===== config.mk =====
export PLATFORM = sky130hd
export DESIGN_NAME = lf_wakeup_frame_gate_generator_core
export DESIGN_NICKNAME = d
export VERILOG_FILES = /design/src/lfwg_pkg.sv /design/src/lf_wakeup_frame_gate_generator_core.sv
export VERILOG_INCLUDE_DIRS = /design/src /design/src/src
export SDC_FILE = /design/constraint.sdc
export NUM_CORES = 1
export LEC_CHECK = 0
export ABC_AREA = 0
export BUFFER_PORTS_ARGS = -buffer_cell sky130_fd_sc_hd__clkbuf_2
export CAP_MARGIN = 10
export CORE_MARGIN = 4
export CORE_UTILIZATION = 60
export DETAILED_ROUTE_END_ITERATION = 6
export PLACE_DENSITY = 0.81
export REMOVE_ABC_BUFFERS = 1
export SLEW_MARGIN = 15
export SYNTH_ARGS = -nofsm -noshare
export SYNTH_HDL_FRONTEND = slang
export SYNTH_SLANG_ARGS = --single-unit

===== constraint.sdc =====
create_clock -name clock -period 5.6 [get_ports clock]
set_input_delay 0.28 -clock clock [delete_from_list [all_inputs] [get_ports clock]]
set_output_delay 0.28 -clock clock [all_outputs]
set_load 0.02 [all_outputs]

===== src/lf_wakeup_frame_gate_generator_core_assert.svh =====
`ifndef LF_WAKEUP_FRAME_GATE_GENERATOR_CORE_ASSERT_SVH
`define LF_WAKEUP_FRAME_GATE_GENERATOR_CORE_ASSERT_SVH

// Same-cycle implication, checked at every rising clock edge outside reset.
`define LFWG_ASSERT_NOW(label, clk, rst, ante, cons) \
   label: assert property (@(posedge clk) disable iff (rst) (ante) |-> (cons)) \
      else $error("lfwg assertion failed");

// Next-cycle implication, checked at every rising clock edge outside reset.
`define LFWG_ASSERT_NEXT(label, clk, rst, ante, cons) \
   label: assert property (@(posedge clk) disable iff (rst) (ante) |=> (cons)) \
      else $error("lfwg assertion failed");

`endif


===== src/lfwg_pkg.sv =====
package lfwg_pkg;

   // Frame phases
   localparam logic [2:0] PH_IDLE    = 3'd0;
   localparam logic [2:0] PH_BURST   = 3'd1;
   localparam logic [2:0] PH_SEP     = 3'd2;
   localparam logic [2:0] PH_PRE_ON  = 3'd3;
   localparam logic [2:0] PH_PRE_OFF = 3'd4;
   localparam logic [2:0] PH_BIT_A   = 3'd5;
   localparam logic [2:0] PH_BIT_B   = 3'd6;
   localparam logic [2:0] PH_GAP     = 3'd7;

   // Register indexes (byte address is 4 times the index)
   localparam logic [2:0] REG_BURST_LEN       = 3'd0;
   localparam logic [2:0] REG_SEPARATION_LEN  = 3'd1;
   localparam logic [2:0] REG_FIRST_HALF_LEN  = 3'd2;
   localparam logic [2:0] REG_SECOND_HALF_LEN = 3'd3;
   localparam logic [2:0] REG_PREAMBLE_PAIRS  = 3'd4;
   localparam logic [2:0] REG_FRAME_GAP_LEN   = 3'd5;
   localparam logic [2:0] REG_ASYNC_MODE      = 3'd6;

   localparam int unsigned ADDR_WIDTH = 5;
   localparam int unsigned DATA_WIDTH = 32;

   // Register reset values
   localparam logic [15:0] BURST_LEN_RST       = 16'd2020;
   localparam logic [15:0] SEPARATION_LEN_RST  = 16'd360;
   localparam logic [11:0] FIRST_HALF_LEN_RST  = 12'd348;
   localparam logic [11:0] SECOND_HALF_LEN_RST = 12'd360;
   localparam logic [7:0]  PREAMBLE_PAIRS_RST  = 8'd4;
   localparam logic [20:0] FRAME_GAP_LEN_RST   = 21'd1500000;
   localparam logic        ASYNC_MODE_RST      = 1'b1;

endpackage


===== src/lf_wakeup_frame_gate_generator_core.sv =====
// Channel  Direction  Handshake              Payload
// req      in         req_valid / req_stall  req_send_request, req_pattern
// rsp      out        rsp_valid / rsp_stall  rsp_carrier_on, rsp_busy_res,
//                                            rsp_request_dropped, rsp_frame_done
// csr      in         psel/penable/pwrite    paddr, pwdata, prdata, pready
//
// One item per cycle while req_stall is low: each tick's result is
// registered, and rsp_valid rises in the cycle after acceptance.
// The result register is the only output buffer; req_stall rises only while a
// result is held by rsp_stall. Synchronous active-high reset returns the
// frame sequencer to idle, empties the pending slot and loads register
// defaults; no clearing pass is needed.
`include "lf_wakeup_frame_gate_generator_core_assert.svh"

module lf_wakeup_frame_gate_generator_core #(
   parameter int unsigned PATTERN_BITS   = 16,
   parameter int unsigned GAP_COUNT_BITS = 21
) (
   input  logic                                clock,
   input  logic                                reset,
   // request channel
   input  logic                                req_valid,
   output logic                                req_stall,
   input  logic                                req_send_request,
   input  logic [PATTERN_BITS-1:0]             req_pattern,
   // result channel
   output logic                                rsp_valid,
   input  logic                                rsp_stall,
   output logic                                rsp_carrier_on,
   output logic                                rsp_busy_res,
   output logic                                rsp_request_dropped,
   output logic                                rsp_frame_done,
   // configuration port
   input  logic                                psel,
   input  logic                                penable,
   input  logic                                pwrite,
   input  logic [lfwg_pkg::ADDR_WIDTH-1:0]     paddr,
   input  logic [lfwg_pkg::DATA_WIDTH-1:0]     pwdata,
   output logic [lfwg_pkg::DATA_WIDTH-1:0]     prdata,
   output logic                                pready
);

   localparam int unsigned TW = GAP_COUNT_BITS;
   localparam int unsigned BW = $clog2(PATTERN_BITS + 1);
   localparam logic [31:0] GAP_MAX = 32'((64'd1 << GAP_COUNT_BITS) - 64'd1);

   // configuration registers
   logic [15:0] burst_len_ff;
   logic [15:0] separation_len_ff;
   logic [11:0] first_half_len_ff;
   logic [11:0] second_half_len_ff;
   logic [7:0]  preamble_pairs_ff;
   logic [20:0] frame_gap_len_ff;
   logic        async_mode_ff;

   // sequencer state
   logic [2:0]              phase_ff,   phase_in;
   logic [TW-1:0]           ticks_ff,   ticks_in;
   logic [PATTERN_BITS-1:0] shift_ff,   shift_in;
   logic [BW-1:0]           bits_ff,    bits_in;
   logic [7:0]              pairs_ff,   pairs_in;
   logic                    pend_vld_ff, pend_vld_in;
   logic [PATTERN_BITS-1:0] pend_pat_ff, pend_pat_in;

   // result register
   logic rsp_valid_ff;
   logic carrier_ff,   carrier_in;
   logic busy_ff,      busy_in;
   logic dropped_ff,   dropped_in;
   logic done_ff,      done_in;

   logic          in_take;
   logic          cfg_wr;
   logic [2:0]    cfg_idx;
   logic [TW-1:0] burst_ticks;
   logic [TW-1:0] sep_ticks;
   logic [TW-1:0] first_ticks;
   logic [TW-1:0] second_ticks;
   logic [TW-1:0] gap_ticks;
   logic [31:0]   gap_wide;

   assign req_stall = rsp_valid_ff & rsp_stall;
   assign in_take   = req_valid & ~req_stall;

   assign cfg_wr  = psel & penable & pwrite & pready;
   assign cfg_idx = paddr[4:2];
   assign pready  = 1'b1;

   // segment lengths, zero counts as one tick
   assign burst_ticks  = (burst_len_ff == '0) ? TW'(1) : TW'(burst_len_ff);
   assign sep_ticks    = (separation_len_ff == '0) ? TW'(1) : TW'(separation_len_ff);
   assign first_ticks  = (first_half_len_ff == '0) ? TW'(1) : TW'(first_half_len_ff);
   assign second_ticks = (second_half_len_ff == '0) ? TW'(1) : TW'(second_half_len_ff);

   // saturate the gap to the counter width
   assign gap_wide  = 32'(frame_gap_len_ff);
   assign gap_ticks = (gap_wide > GAP_MAX) ? {TW{1'b1}} : gap_wide[TW-1:0];

   always_comb begin
      phase_in    = phase_ff;
      ticks_in    = ticks_ff;
      shift_in    = shift_ff;
      bits_in     = bits_ff;
      pairs_in    = pairs_ff;
      pend_vld_in = pend_vld_ff;
      pend_pat_in = pend_pat_ff;
      carrier_in  = 1'b0;
      busy_in     = 1'b0;
      dropped_in  = 1'b0;
      done_in     = 1'b0;

      // launch a held request first
      if (phase_in == lfwg_pkg::PH_IDLE && pend_vld_in) begin
         shift_in    = pend_pat_in;
         bits_in     = BW'(PATTERN_BITS);
         pairs_in    = '0;
         phase_in    = lfwg_pkg::PH_BURST;
         ticks_in    = burst_ticks;
         pend_vld_in = 1'b0;
      end

      if (req_send_request) begin
         if (phase_in == lfwg_pkg::PH_IDLE) begin
            shift_in = req_pattern;
            bits_in  = BW'(PATTERN_BITS);
            pairs_in = '0;
            phase_in = lfwg_pkg::PH_BURST;
            ticks_in = burst_ticks;
         end else if (async_mode_ff) begin
            dropped_in = 1'b1;
         end else if (!pend_vld_in) begin
            pend_vld_in = 1'b1;
            pend_pat_in = req_pattern;
         end else begin
            dropped_in = 1'b1;
         end
      end

      if (phase_in != lfwg_pkg::PH_IDLE) begin
         busy_in = 1'b1;
         case (phase_in)
            lfwg_pkg::PH_BURST:  carrier_in = 1'b1;
            lfwg_pkg::PH_PRE_ON: carrier_in = 1'b1;
            lfwg_pkg::PH_BIT_A:  carrier_in = ~shift_in[PATTERN_BITS-1];
            lfwg_pkg::PH_BIT_B:  carrier_in = shift_in[PATTERN_BITS-1];
            default:             carrier_in = 1'b0;
         endcase
         if (ticks_in != '0) begin
            ticks_in = ticks_in - TW'(1);
         end
         // segment ends: load the next one
         if (ticks_in == '0) begin
            case (phase_in)
               lfwg_pkg::PH_BURST: begin
                  phase_in = lfwg_pkg::PH_SEP;
                  ticks_in = sep_ticks;
               end
               lfwg_pkg::PH_SEP: begin
                  pairs_in = preamble_pairs_ff;
                  if (preamble_pairs_ff != '0) begin
                     phase_in = lfwg_pkg::PH_PRE_ON;
                     ticks_in = first_ticks;
                  end else begin
                     phase_in = lfwg_pkg::PH_BIT_A;
                     ticks_in = first_ticks;
                  end
               end
               lfwg_pkg::PH_PRE_ON: begin
                  phase_in = lfwg_pkg::PH_PRE_OFF;
                  ticks_in = second_ticks;
               end
               lfwg_pkg::PH_PRE_OFF: begin
                  if (pairs_in != '0) begin
                     pairs_in = pairs_in - 8'd1;
                  end
                  if (pairs_in != '0) begin
                     phase_in = lfwg_pkg::PH_PRE_ON;
                  end else begin
                     phase_in = lfwg_pkg::PH_BIT_A;
                  end
                  ticks_in = first_ticks;
               end
               lfwg_pkg::PH_BIT_A: begin
                  phase_in = lfwg_pkg::PH_BIT_B;
                  ticks_in = second_ticks;
               end
               lfwg_pkg::PH_BIT_B: begin
                  if (bits_in != '0) begin
                     bits_in = bits_in - BW'(1);
                  end
                  shift_in = {shift_in[PATTERN_BITS-2:0], 1'b0};
                  if (bits_in != '0) begin
                     phase_in = lfwg_pkg::PH_BIT_A;
                     ticks_in = first_ticks;
                  end else begin
                     done_in = 1'b1;
                     if (gap_ticks == '0) begin
                        phase_in = lfwg_pkg::PH_IDLE;
                        ticks_in = '0;
                     end else begin
                        phase_in = lfwg_pkg::PH_GAP;
                        ticks_in = gap_ticks;
                     end
                  end
               end
               default: begin
                  phase_in = lfwg_pkg::PH_IDLE;
                  ticks_in = '0;
               end
            endcase
         end
      end
   end

   always_ff @(posedge clock) begin
      if (reset) begin
         phase_ff    <= lfwg_pkg::PH_IDLE;
         ticks_ff    <= '0;
         shift_ff    <= '0;
         bits_ff     <= '0;
         pairs_ff    <= '0;
         pend_vld_ff <= 1'b0;
      end else if (in_take) begin
         phase_ff    <= phase_in;
         ticks_ff    <= ticks_in;
         shift_ff    <= shift_in;
         bits_ff     <= bits_in;
         pairs_ff    <= pairs_in;
         pend_vld_ff <= pend_vld_in;
      end
   end

   always_ff @(posedge clock) begin
      if (in_take) begin
         pend_pat_ff <= pend_pat_in;
         carrier_ff  <= carrier_in;
         busy_ff     <= busy_in;
         dropped_ff  <= dropped_in;
         done_ff     <= done_in;
      end
   end

   always_ff @(posedge clock) begin
      if (reset) begin
         rsp_valid_ff <= 1'b0;
      end else if (in_take) begin
         rsp_valid_ff <= 1'b1;
      end else if (!rsp_stall) begin
         rsp_valid_ff <= 1'b0;
      end
   end

   always_ff @(posedge clock) begin
      if (reset) begin
         burst_len_ff       <= lfwg_pkg::BURST_LEN_RST;
         separation_len_ff  <= lfwg_pkg::SEPARATION_LEN_RST;
         first_half_len_ff  <= lfwg_pkg::FIRST_HALF_LEN_RST;
         second_half_len_ff <= lfwg_pkg::SECOND_HALF_LEN_RST;
         preamble_pairs_ff  <= lfwg_pkg::PREAMBLE_PAIRS_RST;
         frame_gap_len_ff   <= lfwg_pkg::FRAME_GAP_LEN_RST;
         async_mode_ff      <= lfwg_pkg::ASYNC_MODE_RST;
      end else if (cfg_wr) begin
         case (cfg_idx)
            lfwg_pkg::REG_BURST_LEN:       burst_len_ff       <= pwdata[15:0];
            lfwg_pkg::REG_SEPARATION_LEN:  separation_len_ff  <= pwdata[15:0];
            lfwg_pkg::REG_FIRST_HALF_LEN:  first_half_len_ff  <= pwdata[11:0];
            lfwg_pkg::REG_SECOND_HALF_LEN: second_half_len_ff <= pwdata[11:0];
            lfwg_pkg::REG_PREAMBLE_PAIRS:  preamble_pairs_ff  <= pwdata[7:0];
            lfwg_pkg::REG_FRAME_GAP_LEN:   frame_gap_len_ff   <= pwdata[20:0];
            lfwg_pkg::REG_ASYNC_MODE:      async_mode_ff      <= pwdata[0];
            default: ;
         endcase
      end
   end

   always_comb begin
      case (cfg_idx)
         lfwg_pkg::REG_BURST_LEN:       prdata = 32'(burst_len_ff);
         lfwg_pkg::REG_SEPARATION_LEN:  prdata = 32'(separation_len_ff);
         lfwg_pkg::REG_FIRST_HALF_LEN:  prdata = 32'(first_half_len_ff);
         lfwg_pkg::REG_SECOND_HALF_LEN: prdata = 32'(second_half_len_ff);
         lfwg_pkg::REG_PREAMBLE_PAIRS:  prdata = 32'(preamble_pairs_ff);
         lfwg_pkg::REG_FRAME_GAP_LEN:   prdata = 32'(frame_gap_len_ff);
         lfwg_pkg::REG_ASYNC_MODE:      prdata = 32'(async_mode_ff);
         default:                       prdata = '0;
      endcase
   end

   assign rsp_valid           = rsp_valid_ff;
   assign rsp_carrier_on      = carrier_ff;
   assign rsp_busy_res        = busy_ff;
   assign rsp_request_dropped = dropped_ff;
   assign rsp_frame_done      = done_ff;

   `LFWG_ASSERT_NOW(a_idle_quiet, clock, reset,
      rsp_valid_ff && !busy_ff, !carrier_ff && !done_ff)
   `LFWG_ASSERT_NOW(a_drop_only_busy, clock, reset,
      rsp_valid_ff && dropped_ff, busy_ff)
   `LFWG_ASSERT_NOW(a_idle_no_count, clock, reset,
      phase_ff == lfwg_pkg::PH_IDLE, ticks_ff == '0)
   `LFWG_ASSERT_NOW(a_bits_left, clock, reset,
      phase_ff == lfwg_pkg::PH_BIT_A || phase_ff == lfwg_pkg::PH_BIT_B, bits_ff != '0)
   `LFWG_ASSERT_NEXT(a_take_shows, clock, reset,
      in_take, rsp_valid_ff)

endmodule

==> summary.md, run 1 <==
| Metric | Value |
|---|---|
| DR vias | `9958` |
| Max Cap Viol | `0` |
| # nets final | `1343` |
| Worst-Skew Late Latency | `0.44 ns` |
| Status | `finished, violations left` |
| Max-slew headroom | `28.2%` |
| Register area share after synthesis | `35.5%` |
| Combinational family with the most area after synthesis | `simple AND/OR/NAND/NOR gates` |
| Vias in the first global route | `9034` |
| Post-DP HPWL | `20800 um` |
| Setup-failing EPs final | `0` |
| Number of H-tree levels | `4` |
| Core area | `15800 sq um` |
| Top cells by area, synth | `dfxtp_1 (29%), nand2_1 (8.3%), mux2i_1 (6.9%), edfxtp_1 (6.2%), nor2_1 (5.1%)` |
| Gr usage total | `33.0%` |
| Wire per inst | `20.2 um` |
| Std-Cell Rows | `46` |
| Ratio of cells with drive above 1 in the final layout | `13.6%` |
| Clock Power Share | `41.3%` |
| Seq cells post-synth | `161` |
| Worst hold path type | `primary input to flop` |
| Multiplexer share of the synthesized area | `8.61%` |
| Inserted Diodes | `0` |
| Setup slack, reg-to-reg | `0.58 ns` |
| Final TNS setup | `0 ns` |
| Die area | `18200 sq um` |
| Drt first pass iters | `7` |
| Synthesized instance count | `1244` |
| Synthesized area | `9640 sq um` |
| Final WL | `30400 um` |
| Hold_ws | `0.0306 ns` |
| Clock Skews | `0.00892 ns` |
| Adder-Cell Fraction of Synth Area | `0.519%` |
| Yosys cell types | `81` |
| RSZ-0062 raised after global routing | `false` |
| Post-CTS Setup Repair Bufs | `0` |
| XOR/XNOR Fraction of Synth Area | `1.45%` |
| Synth Warn # | `0` |
| Initial Util | `60.9%` |
| Reg-to-reg critical path startpoint | `burst_len_ff[7]$_SDFFE_PP1P_` |
| Global-route wire length before repair | `48300 um` |
| Hold depth | `1` |
| Maximum clock rate | `199 MHz` |
| Minimum clock period | `5.02 ns` |
| Slew Viols, Final | `0` |
| Top FF cell, synth | `dfxtp_1` |
| Compound-Gate Fraction of Synth Area | `20.0%` |
| Area Growth Syn to Fin | `11.5%` |
| Die Wd | `135 um` |
| CTS sink cnt | `161` |
| Syn Area/Cell | `7.75 sq um` |
| Max FO, Critical Path | `27` |
| Worst path top cell family by delay | `simple AND/OR/NAND/NOR gates` |
| Min-delay src | `req_pattern[2]` |
| Nature of the critical path endpoint | `flop` |
| DR vias/cell | `6.61` |
| Asr flop ratio synth | `0%` |
| Worst vdd ir | `0.000220 V` |
| Post-CTS Resized | `0` |
| DR DRC count | `2` |
| Crit path cell chain | `nor4_1, nand4_1, o22ai_1, inv_1, ha_1, or3b_1, or3_1, o22ai_2, nor3_1, xnor2_1, or4_4, nor4_4, buf_4, nand4_1, o22ai_1` |
| Most frequent cells after synthesis | `nand2_1 (213), dfxtp_1 (141), nor2_1 (132), a21oi_1 (73), clkbuf_1 (72)` |
| Cell Int Power | `0.00208 W` |
| Initial antenna violation count | `0` |
| Sw Share | `28.9%` |
| DRT iter0 DRCs | `1272` |
| Yosys top cell by area | `dfxtp_1` |
| Cell with the most instances after synthesis | `nand2_1` |
| Sequential share of power | `42.2%` |
| FF-to-FF path depth | `15` |
| Period utilization | `89.6%` |
| Post-synth EDFFs | `20` |
| Worst EP arrival | `5.36 ns` |
| Worst-path clk slew | `0.07 ns` |
| Simple-Gate Fraction of Synth Area | `27.9%` |
| Total CTS buffers | `17` |
| Worst Path Buf+Inv | `2` |
| P_leak | `4.04 nW` |
| Overall power | `0.00293 W` |
| Remaining antenna violation count | `0` |
| CTS tree | `done` |
| Crit path launch type | `flop` |
| Slowest-stage cell, CP | `or4_4` |
| Psw | `0.000847 W` |
| Clk buf depth | `2` |
| Crit path required time | `5.94 ns` |
| Crit Path Class | `flop to flop` |
| Power Density | `273 nW/um^2` |
| Utilization after layout | `67.9%` |
| Die Span Y | `135 um` |
| RePlAce Congestion | `0.971` |
| GRT overflow | `0` |
| Worst-margin pin slew | `1.07 ns` |
| CTS Root Cell | `clkbuf_16` |
| Failing checks | `design-rule violations` |
| # hold bufs at CTS | `0` |
| Combinational Power Share | `16.5%` |
| Min-Delay Endpoint | `pend_pat_ff[2]$_DFFE_PP_` |
| Reg2reg end | `pairs_ff[7]$_SDFFE_PP0P_` |
| IO Pins | `100` |
| CP peak stage delay | `0.54 ns` |
| IO buf count | `74` |
| Synth top area share | `29.3%` |
| Fin. Hold Viols | `0` |
| Largest net degree at the start of global routing | `89` |
[power by group through the flow]
stage | Combinational [W] | Sequential, W | Clock [W]
final | 0.000483 | 0.00124 | 0.00121
after global routing | 0.000523 | 0.00124 | 0.00126
after CTS | 0.000471 | 0.00123 | 0.00121
after detailed placement | 0.000468 | 0.00126 | 0
after global placement | 0.000464 | 0.00126 | 0
after floorplan | 0.000304 | 0.00125 | 0
[state kept, by name (all words and copies together), names as in the netlist, 8 cells and up]
signal              cells
burst_len_ff           16
shift_ff               16
pend_pat_ff            16
first_half_len_ff      12
preamble_pairs_ff       8
second_half_len_ff     12
separation_len_ff      16
ticks_ff               21
pairs_ff                8
frame_gap_len_ff       21
[metrics by stage]
step | setup slack [ns] | instance area, sq um | instances
global route | 0.217 | 10700 | 1507
detailed placement | 0.408 | 10100 | 1475
global placement | 0.507 | 10100 | 1475
CTS | 0.389 | 10700 | 1507
finish | 0.583 | 10700 | 1507
floorplan | 0.279 | 9190 | 1149
[layer usage]
layer  wire [um]  vias to the layer above  track usage [%]
met2       13700                      619             51.1
met3        3060                       98             6.45
met1       12600                     4626             45.7
li1            -                     4615                -
met5           0                        -                0
met4        1020                        0             12.7
[final cells by class]
cell class | instances | area [sq um]
Timing Repair Buffer | 110 | 653
Fill cell | 1316 | 5080
Tap cell | 216 | 270
Clock buffer | 22 | 485
Inverter | 23 | 86.3
Multi-Input combinational cell | 965 | 5700
Clock inverter | 10 | 124
Sequential cell | 161 | 3420
[placed cells by master (no fill, tap or decap), drive strengths merged, types with 5 or more instances in the layout]
master / count
nand2: 213
dfxtp: 141
nor2: 134
clkbuf: 95
a21oi: 73
mux2i: 66
o21ai: 50
nor3: 49
nand3: 42
nor4: 39
a211oi: 37
buf: 37
a31oi: 28
inv: 25
edfxtp: 20
o22ai: 19
or3: 17
a22oi: 14
conb: 12
xnor2: 10
or4: 10
nand4: 9
and3: 9
a222oi: 9
and2: 9
mux2: 7
nand2b: 6
xor2: 6
o221ai: 5
nor2b: 5
o211ai: 5
clkinv: 5
[kinds of logic (layout without fill, tap and decap cells)]
group / after synthesis / count (layout)
compound gates: 291 / 291
flops: 161 / 161
other cells: 2 / 12
buf+inv: 128 / 165
simple gates: 565 / 565
fa+ha+maj: 4 / 4
xor+xnor: 16 / 16
mux: 77 / 77
[worst max-delay path by stage]
stage               cells after the start                  endpoint                         start
CTS                                    16  pairs_ff[7]$_SDFFE_PP0P_      phase_ff[2]$_SDFFE_PP0P_
finish                                 15  pairs_ff[7]$_SDFFE_PP0P_  burst_len_ff[7]$_SDFFE_PP1P_
global route                           15  ticks_ff[7]$_SDFFE_PP0P_  burst_len_ff[7]$_SDFFE_PP1P_
global placement                       16  pairs_ff[0]$_SDFFE_PP0P_      phase_ff[2]$_SDFFE_PP0P_
detailed placement                     16  pairs_ff[7]$_SDFFE_PP0P_      phase_ff[2]$_SDFFE_PP0P_
floorplan                              13  shift_ff[1]$_SDFFE_PP0P_      phase_ff[2]$_SDFFE_PP0P_
No activity file was read; power rests on OpenSTA's default activity.
==> run 2: changes to the inputs <==
- CORE_UTILIZATION: 60 -> 54
- PLACE_DENSITY: 0.81 -> 0.77
- clock period: 5.6 -> 4.11 ns (I/O delays scaled with it)
==> summary.md, run 2 (same netlist as run 1, synthesis figures left out) <==
| Metric | Value |
|---|---|
| Status | `finished, violations left` |
| Failing checks | `negative setup slack` |
| CTS tree | `done` |
| Vias in the first global route | `9819` |
| Crit Path Class | `flop to flop` |
| # nets final | `1448` |
| RSZ-0062 raised after global routing | `true` |
| Fin. Hold Viols | `0` |
| Inserted Diodes | `0` |
| Die Wd | `142 um` |
| RePlAce Congestion | `0.997` |
| DR DRC count | `0` |
| Setup-failing EPs final | `4` |
| Max FO, Critical Path | `8` |
| Crit path required time | `4.47 ns` |
| Largest net degree at the start of global routing | `55` |
| CTS sink cnt | `161` |
| DR vias/cell | `6.46` |
| Number of H-tree levels | `4` |
| Worst vdd ir | `0.000321 V` |
| IO buf count | `74` |
| Worst hold path type | `primary input to flop` |
| CTS Root Cell | `clkbuf_16` |
| Power Density | `348 nW/um^2` |
| Post-DP Area | `10700 sq um` |
| Remaining antenna violation count | `0` |
| Worst-Skew Late Latency | `0.44 ns` |
| Post-DP HPWL | `22700 um` |
| Setup slack, reg-to-reg | `-0.03 ns` |
| Final Worst Setup Slack | `-0.0349 ns` |
| Final TNS setup | `-0.0661 ns` |
| Core area | `17400 sq um` |
| Worst EP arrival | `4.50 ns` |
| Max Cap Viol | `0` |
| Wire per inst | `20.4 um` |
| Gr usage total | `32.4%` |
| Drt first pass iters | `7` |
| Maximum clock rate | `241 MHz` |
| Max-slew headroom | `31.0%` |
| Crit path launch type | `flop` |
| Die area | `20000 sq um` |
| CP peak stage delay | `0.52 ns` |
| Period utilization | `101%` |
| Std-Cell Rows | `48` |
| DRT iter0 DRCs | `1469` |
| Worst-path clk slew | `0.08 ns` |
| Minimum clock period | `4.14 ns` |
| Clk buf depth | `2` |
| Clock Skews | `0.0118 ns` |
| Initial antenna violation count | `0` |
| P_leak | `4.61 nW` |
| Design area | `11900 sq um` |
| Area Growth Syn to Fin | `23.5%` |
| Setup WS pre-CTS | `-0.215 ns` |
| Die Span Y | `142 um` |
| Worst-margin pin slew | `1.03 ns` |
| Final WL | `33100 um` |
| Global-route wire length before repair | `52200 um` |
| IO Pins | `100` |
| DR vias | `10.5k` |
| Initial Util | `55.3%` |
| Most common cell on crit path | `buf_6` |
| Crit path cell chain | `or3_4, nor3_4, o22ai_2, inv_1, ha_2, or3b_4, or3_4, o22ai_4, nor3_2, xnor2_2, or4_4, nor4_4, buf_6, buf_6, buf_6, a211oi_1, nor3_1` |
| Filler cells | `1439` |
| Commonest non-fill, non-tap cell in the layout | `nand2_1` |
| Slew Viols, Final | `0` |
| Total CTS buffers | `17` |
| Nature of the critical path endpoint | `flop` |
| Slowest-stage cell, CP | `or4_4` |
| GRT overflow | `0` |
| Ratio of cells with drive above 1 in the final layout | `21.8%` |
| Most frequent cells in the layout | `nand2_1 (211), dfxtp_1 (138), nor2_1 (131)` |
| Top Registers | `frame_gap_len_ff x21, ticks_ff x21` |
run 2: what timing repair did:
item / in CTS / in global routing
gates resized for setup: 30 / 37
gates cloned: 0 / 0
pin swaps: 12 / 32
hold endpoints to repair: 22 / 0
setup endpoints to repair: 45 / 54
buffers inserted: 8 / 6
hold buffers: 22 / 0
run 2: per-layer routing:
layer / vias up / wire (um) / track usage, %
li1: 4809 / - / -
met1: 4905 / 13300 / 43.9
met2: 654 / 15300 / 51.3
met3: 109 / 3320 / 5.93
met4: 0 / 1160 / 12.6
met5: - / 0 / 0
run 2: through the flow:
step / instances / power [W] / utilization, % / hold slack (ns)
global placement: 1553 / 0.00243 / 61.2 / 0.399
detailed placement: 1553 / 0.00244 / 61.2 / 0.401
finish: 1621 / 0.00413 / 68.3 / 0.0198
floorplan: 1149 / 0.00212 / - / 0.275
CTS: 1615 / 0.00408 / 67.0 / 0.00786
global route: 1621 / 0.00427 / 68.3 / 0.0248
run 2: final cells by class:
cell class              count  area (sq um)  area share, %
multi-input cells         965          5960           50.1
flip-flops and latches    161          3430           28.8
repair buffers            215          1530           12.9
clock buffers              17           425           3.58
well taps                 225           282           2.37
clock inverters            15           185           1.56
inverters                  23          86.3          0.726
run 2: worst paths after layout:
check / from / endpoint / cells after the start
max: phase_ff[0]$_SDFFE_PP0P_ / ticks_ff[6]$_SDFFE_PP0P_ / 17
min: pwdata[13] / burst_len_ff[13]$_SDFFE_PP0P_ / 3
max reg2reg: phase_ff[0]$_SDFFE_PP0P_ / ticks_ff[6]$_SDFFE_PP0P_ / 17
min reg2reg: shift_ff[0]$_SDFFE_PP0P_ / shift_ff[0]$_SDFFE_PP0P_ / 2
run 2: worst max-delay path, delay by kind of cell, from the launching register on:
family / cells / cell delay (ns)
fa+ha+maj: 1 / 0.17
compound gates: 3 / 0.39
flops: 1 / 0.35
buf+inv: 4 / 0.52
simple gates: 8 / 2.44
xor+xnor: 1 / 0.17
run 2: power breakdown:
part	total [W]	switching, W	leakage [nW]	internal, W
registers	0.00168	0.0000483	1.33	0.00163
clock network	0.00163	0.000803	0.293	0.000831
logic	0.000818	0.000483	2.99	0.000335
==> run 3: changes to the inputs <==
- ABC_AREA: 0 -> 1
- CORE_UTILIZATION: 54 -> 60
- PLACE_DENSITY: 0.77 -> 0.81
- clock period: 4.11 -> 4.2 ns (I/O delays scaled with it)
==> summary.md, run 3 <==
| Metric | Value |
|---|---|
| Total CTS buffers | `17` |
| Clk buf depth | `2` |
| Top cells by area, synth | `dfxtp_1 (28%), nand2_1 (17%), o21ai_0 (7.1%), a21oi_1 (6.4%), edfxtp_1 (6.0%)` |
| GRT overflow | `0` |
| Post-synth EDFFs | `20` |
| Placed instance count | `1840` |
| Core area | `16500 sq um` |
| DR vias | `11.2k` |
| Initial Util | `61.1%` |
| Top FF cell, synth | `dfxtp_1` |
| Crit path required time | `4.56 ns` |
| CTS sink cnt | `161` |
| Most common cell on crit path | `nand2_1` |
| Gr usage total | `34.6%` |
| Worst-Skew Late Latency | `0.44 ns` |
| Die area | `19000 sq um` |
| CP peak stage delay | `0.38 ns` |
| Power Density | `346 nW/um^2` |
| # nets final | `1722` |
| DR DRC count | `0` |
| Maximum clock rate | `267 MHz` |
| Crit path launch type | `flop` |
| Hold_ws | `-0.00397 ns` |
| Global-route wire length before repair | `51200 um` |
| Busiest grt layer | `met2` |
| Synthesized instance count | `1593` |
| Most frequent cells in the layout | `nand2_1 (464), nor2_1 (155), inv_1 (154)` |
| Reg2reg end | `ticks_ff[15]$_SDFFE_PP0P_` |
| Max FO, Critical Path | `31` |
| Post-DP HPWL | `23200 um` |
| Wire per inst | `17.6 um` |
| Fin cells | `1888` |
| Fin. Hold Viols | `1` |
| Slowest-stage cell, CP | `dfxtp_1` |
| IO buf count | `74` |
| Crit path cell chain | `nor2_4, nand2_2, a21oi_4, nand3_2, nand2_2, ha_1, inv_1, nor2_1, nand2_1, nor2_2, nand3_4, nand2_1, nand2_1, nor2_1, nand2_1, nor2_2, nand2_1, buf_4, inv_1, nand2_1, a31oi_1` |
| Setup-failing EPs final | `0` |
| Register area share after synthesis | `33.9%` |
| Asr flop ratio synth | `0%` |
| Synthesized area | `10100 sq um` |
| Setup slack, reg-to-reg | `0.45 ns` |
| Synth Warn # | `0` |
| Max-slew headroom | `24.0%` |
| FF-to-FF path depth | `21` |
| Hold depth | `3` |
| Worst-path clk slew | `0.07 ns` |
| Utilization after layout | `68.7%` |
| Inserted Diodes | `0` |
| Std-Cell Rows | `47` |
| Initial antenna violation count | `0` |
| Worst EP arrival | `4.11 ns` |
| DR vias/cell | `5.92` |
| Vias in the first global route | `10.1k` |
| Filler cells | `1495` |
| Die Span Y | `138 um` |
| Nature of the critical path endpoint | `flop` |
| CTS Root Cell | `clkbuf_16` |
| Worst vdd ir | `0.000309 V` |
| Remaining antenna violation count | `0` |
| Die Wd | `138 um` |
| Commonest non-fill, non-tap cell in the layout | `nand2_1` |
| Post-CTS Resized | `0` |
| Met3 Track Usage GR | `6.46%` |
| Crit Path Class | `flop to flop` |
| Drt first pass iters | `6` |
| Max Cap Viol | `0` |
| RePlAce Congestion | `1.07` |
| Clock Skews | `0.00984 ns` |
| Yosys cell types | `46` |
| Min-Delay Endpoint | `frame_gap_len_ff[18]$_SDFFE_PP1P_` |
| Met1 Usage GRT | `45.1%` |
| Period utilization | `89.3%` |
| Final WL | `33200 um` |
| Yosys top cell by area | `dfxtp_1` |
| Most frequent cells after synthesis | `nand2_1 (464), nor2_1 (157), inv_1 (154), o21ai_0 (143), dfxtp_1 (141)` |
| IO Pins | `100` |
| Worst Setup SP | `phase_ff[2]$_SDFFE_PP0P_` |
| Worst-margin pin slew | `1.14 ns` |
| Syn Area/Cell | `6.33 sq um` |
| Synth top area share | `28.0%` |
| Status | `finished, violations left` |
| Minimum clock period | `3.75 ns` |
| Worst hold path type | `primary input to flop` |
| Seq cells post-synth | `161` |
| Area Growth Syn to Fin | `12.4%` |
| Failing checks | `negative hold slack` |
| Number of H-tree levels | `4` |
| Cell with the most instances after synthesis | `nand2_1` |
| DRT iter0 DRCs | `1274` |
| Slew Viols, Final | `0` |
| CTS tree | `done` |
| Largest net degree at the start of global routing | `74` |
| Post-CTS Setup Repair Bufs | `0` |
| Top Registers | `frame_gap_len_ff x21, ticks_ff x21` |
| P_leak | `5.14 nW` |
| Reg-to-reg critical path startpoint | `phase_ff[2]$_SDFFE_PP0P_` |
| Ratio of cells with drive above 1 in the final layout | `10.1%` |
| RSZ-0062 raised after global routing | `false` |
| Min-delay src | `pwdata[18]` |
| Met2 usage | `56.1%` |
run 3: cell types whose count changed in the layout (fill, tap and decap cells not counted), moves of 57 or more:
cell and change:
buf_4 -78, a21oi_1 +57, nand3_1 +67, mux2i_1 -65, inv_1 +131, nand2_1 +253, o21ai_0 +96
run 3: how the worst max path moves through the flow:
stage                           endpoint  slack, ns
2_1_floorplan   shift_ff[1]$_SDFFE_PP0P_      -0.94
3_3_place_gp   ticks_ff[15]$_SDFFE_PP0P_       0.60
3_5_place_dp   ticks_ff[15]$_SDFFE_PP0P_       0.51
4_1_cts        ticks_ff[15]$_SDFFE_PP0P_       0.48
5_1_grt        ticks_ff[15]$_SDFFE_PP0P_        0.1
6_report       ticks_ff[15]$_SDFFE_PP0P_       0.45
run 3: power by group:
part	internal, W	total (W)	switching [W]
Clock	0.000963	0.00164	0.000674
Sequential	0.00160	0.00163	0.0000267
Combinational	0.000202	0.000667	0.000465
run 3: kinds of logic (layout without fill, tap and decap cells):
| family | count (synthesis) | in the layout | synth area share [%] |
|---|---|---|---|
| AO/OA/AOI/OAI | 360 | 360 | 20.2 |
| other | 2 | 12 | 0.0744 |
| adder cells (fa/ha/maj) | 4 | 4 | 0.496 |
| XOR/XNOR | 13 | 13 | 1.13 |
| AND/OR/NAND/NOR | 808 | 808 | 33.6 |
| buffers and inverters | 245 | 310 | 10.5 |
| flip-flops | 161 | 161 | 33.9 |
run 3: critical path: cells and delay by family, from the launching register on:
kind / cells / cell delay, ns
flip-flops: 1 / 0.38
AO/OA/AOI/OAI: 2 / 0.32
adder cells (fa/ha/maj): 1 / 0.19
buffers and inverters: 3 / 0.56
AND/OR/NAND/NOR: 15 / 2.20
run 3: repair_timing:
action | in CTS | in global routing
endpoints found under the setup margin | 0 | 0
hold endpoints to repair | 18 | 0
hold buffers | 18 | 0
run 3: cell type report:
class                           count  area [sq um]  area share, %
Multi-Input combinational cell   1197          5670           49.9
Sequential cell                   161          3420           30.2
Timing Repair Buffer              123           783           6.90
Inverter                          157           589           5.19
Clock buffer                       20           489           4.31
Tap cell                          220           275           2.43
Clock inverter                     10           120           1.06
run 3: metal layers:
layer,up-vias,wire length (um)
li1,5394,-
met5,-,0
met3,128,3180
met1,5022,13500
met4,0,1390
met2,627,15100
run 3: metrics by stage:
step | setup slack (ns) | setup TNS, ns | instance area [sq um] | total power [W]
floorplan | -0.944 | -27.72 | 9660 | 0.00207
global placement | 0.603 | 0 | 10600 | 0.00229
detailed placement | 0.511 | 0 | 10600 | 0.00229
CTS | 0.480 | 0 | 11300 | 0.00391
global route | 0.0995 | 0 | 11300 | 0.00406
finish | 0.448 | 0 | 11300 | 0.00393
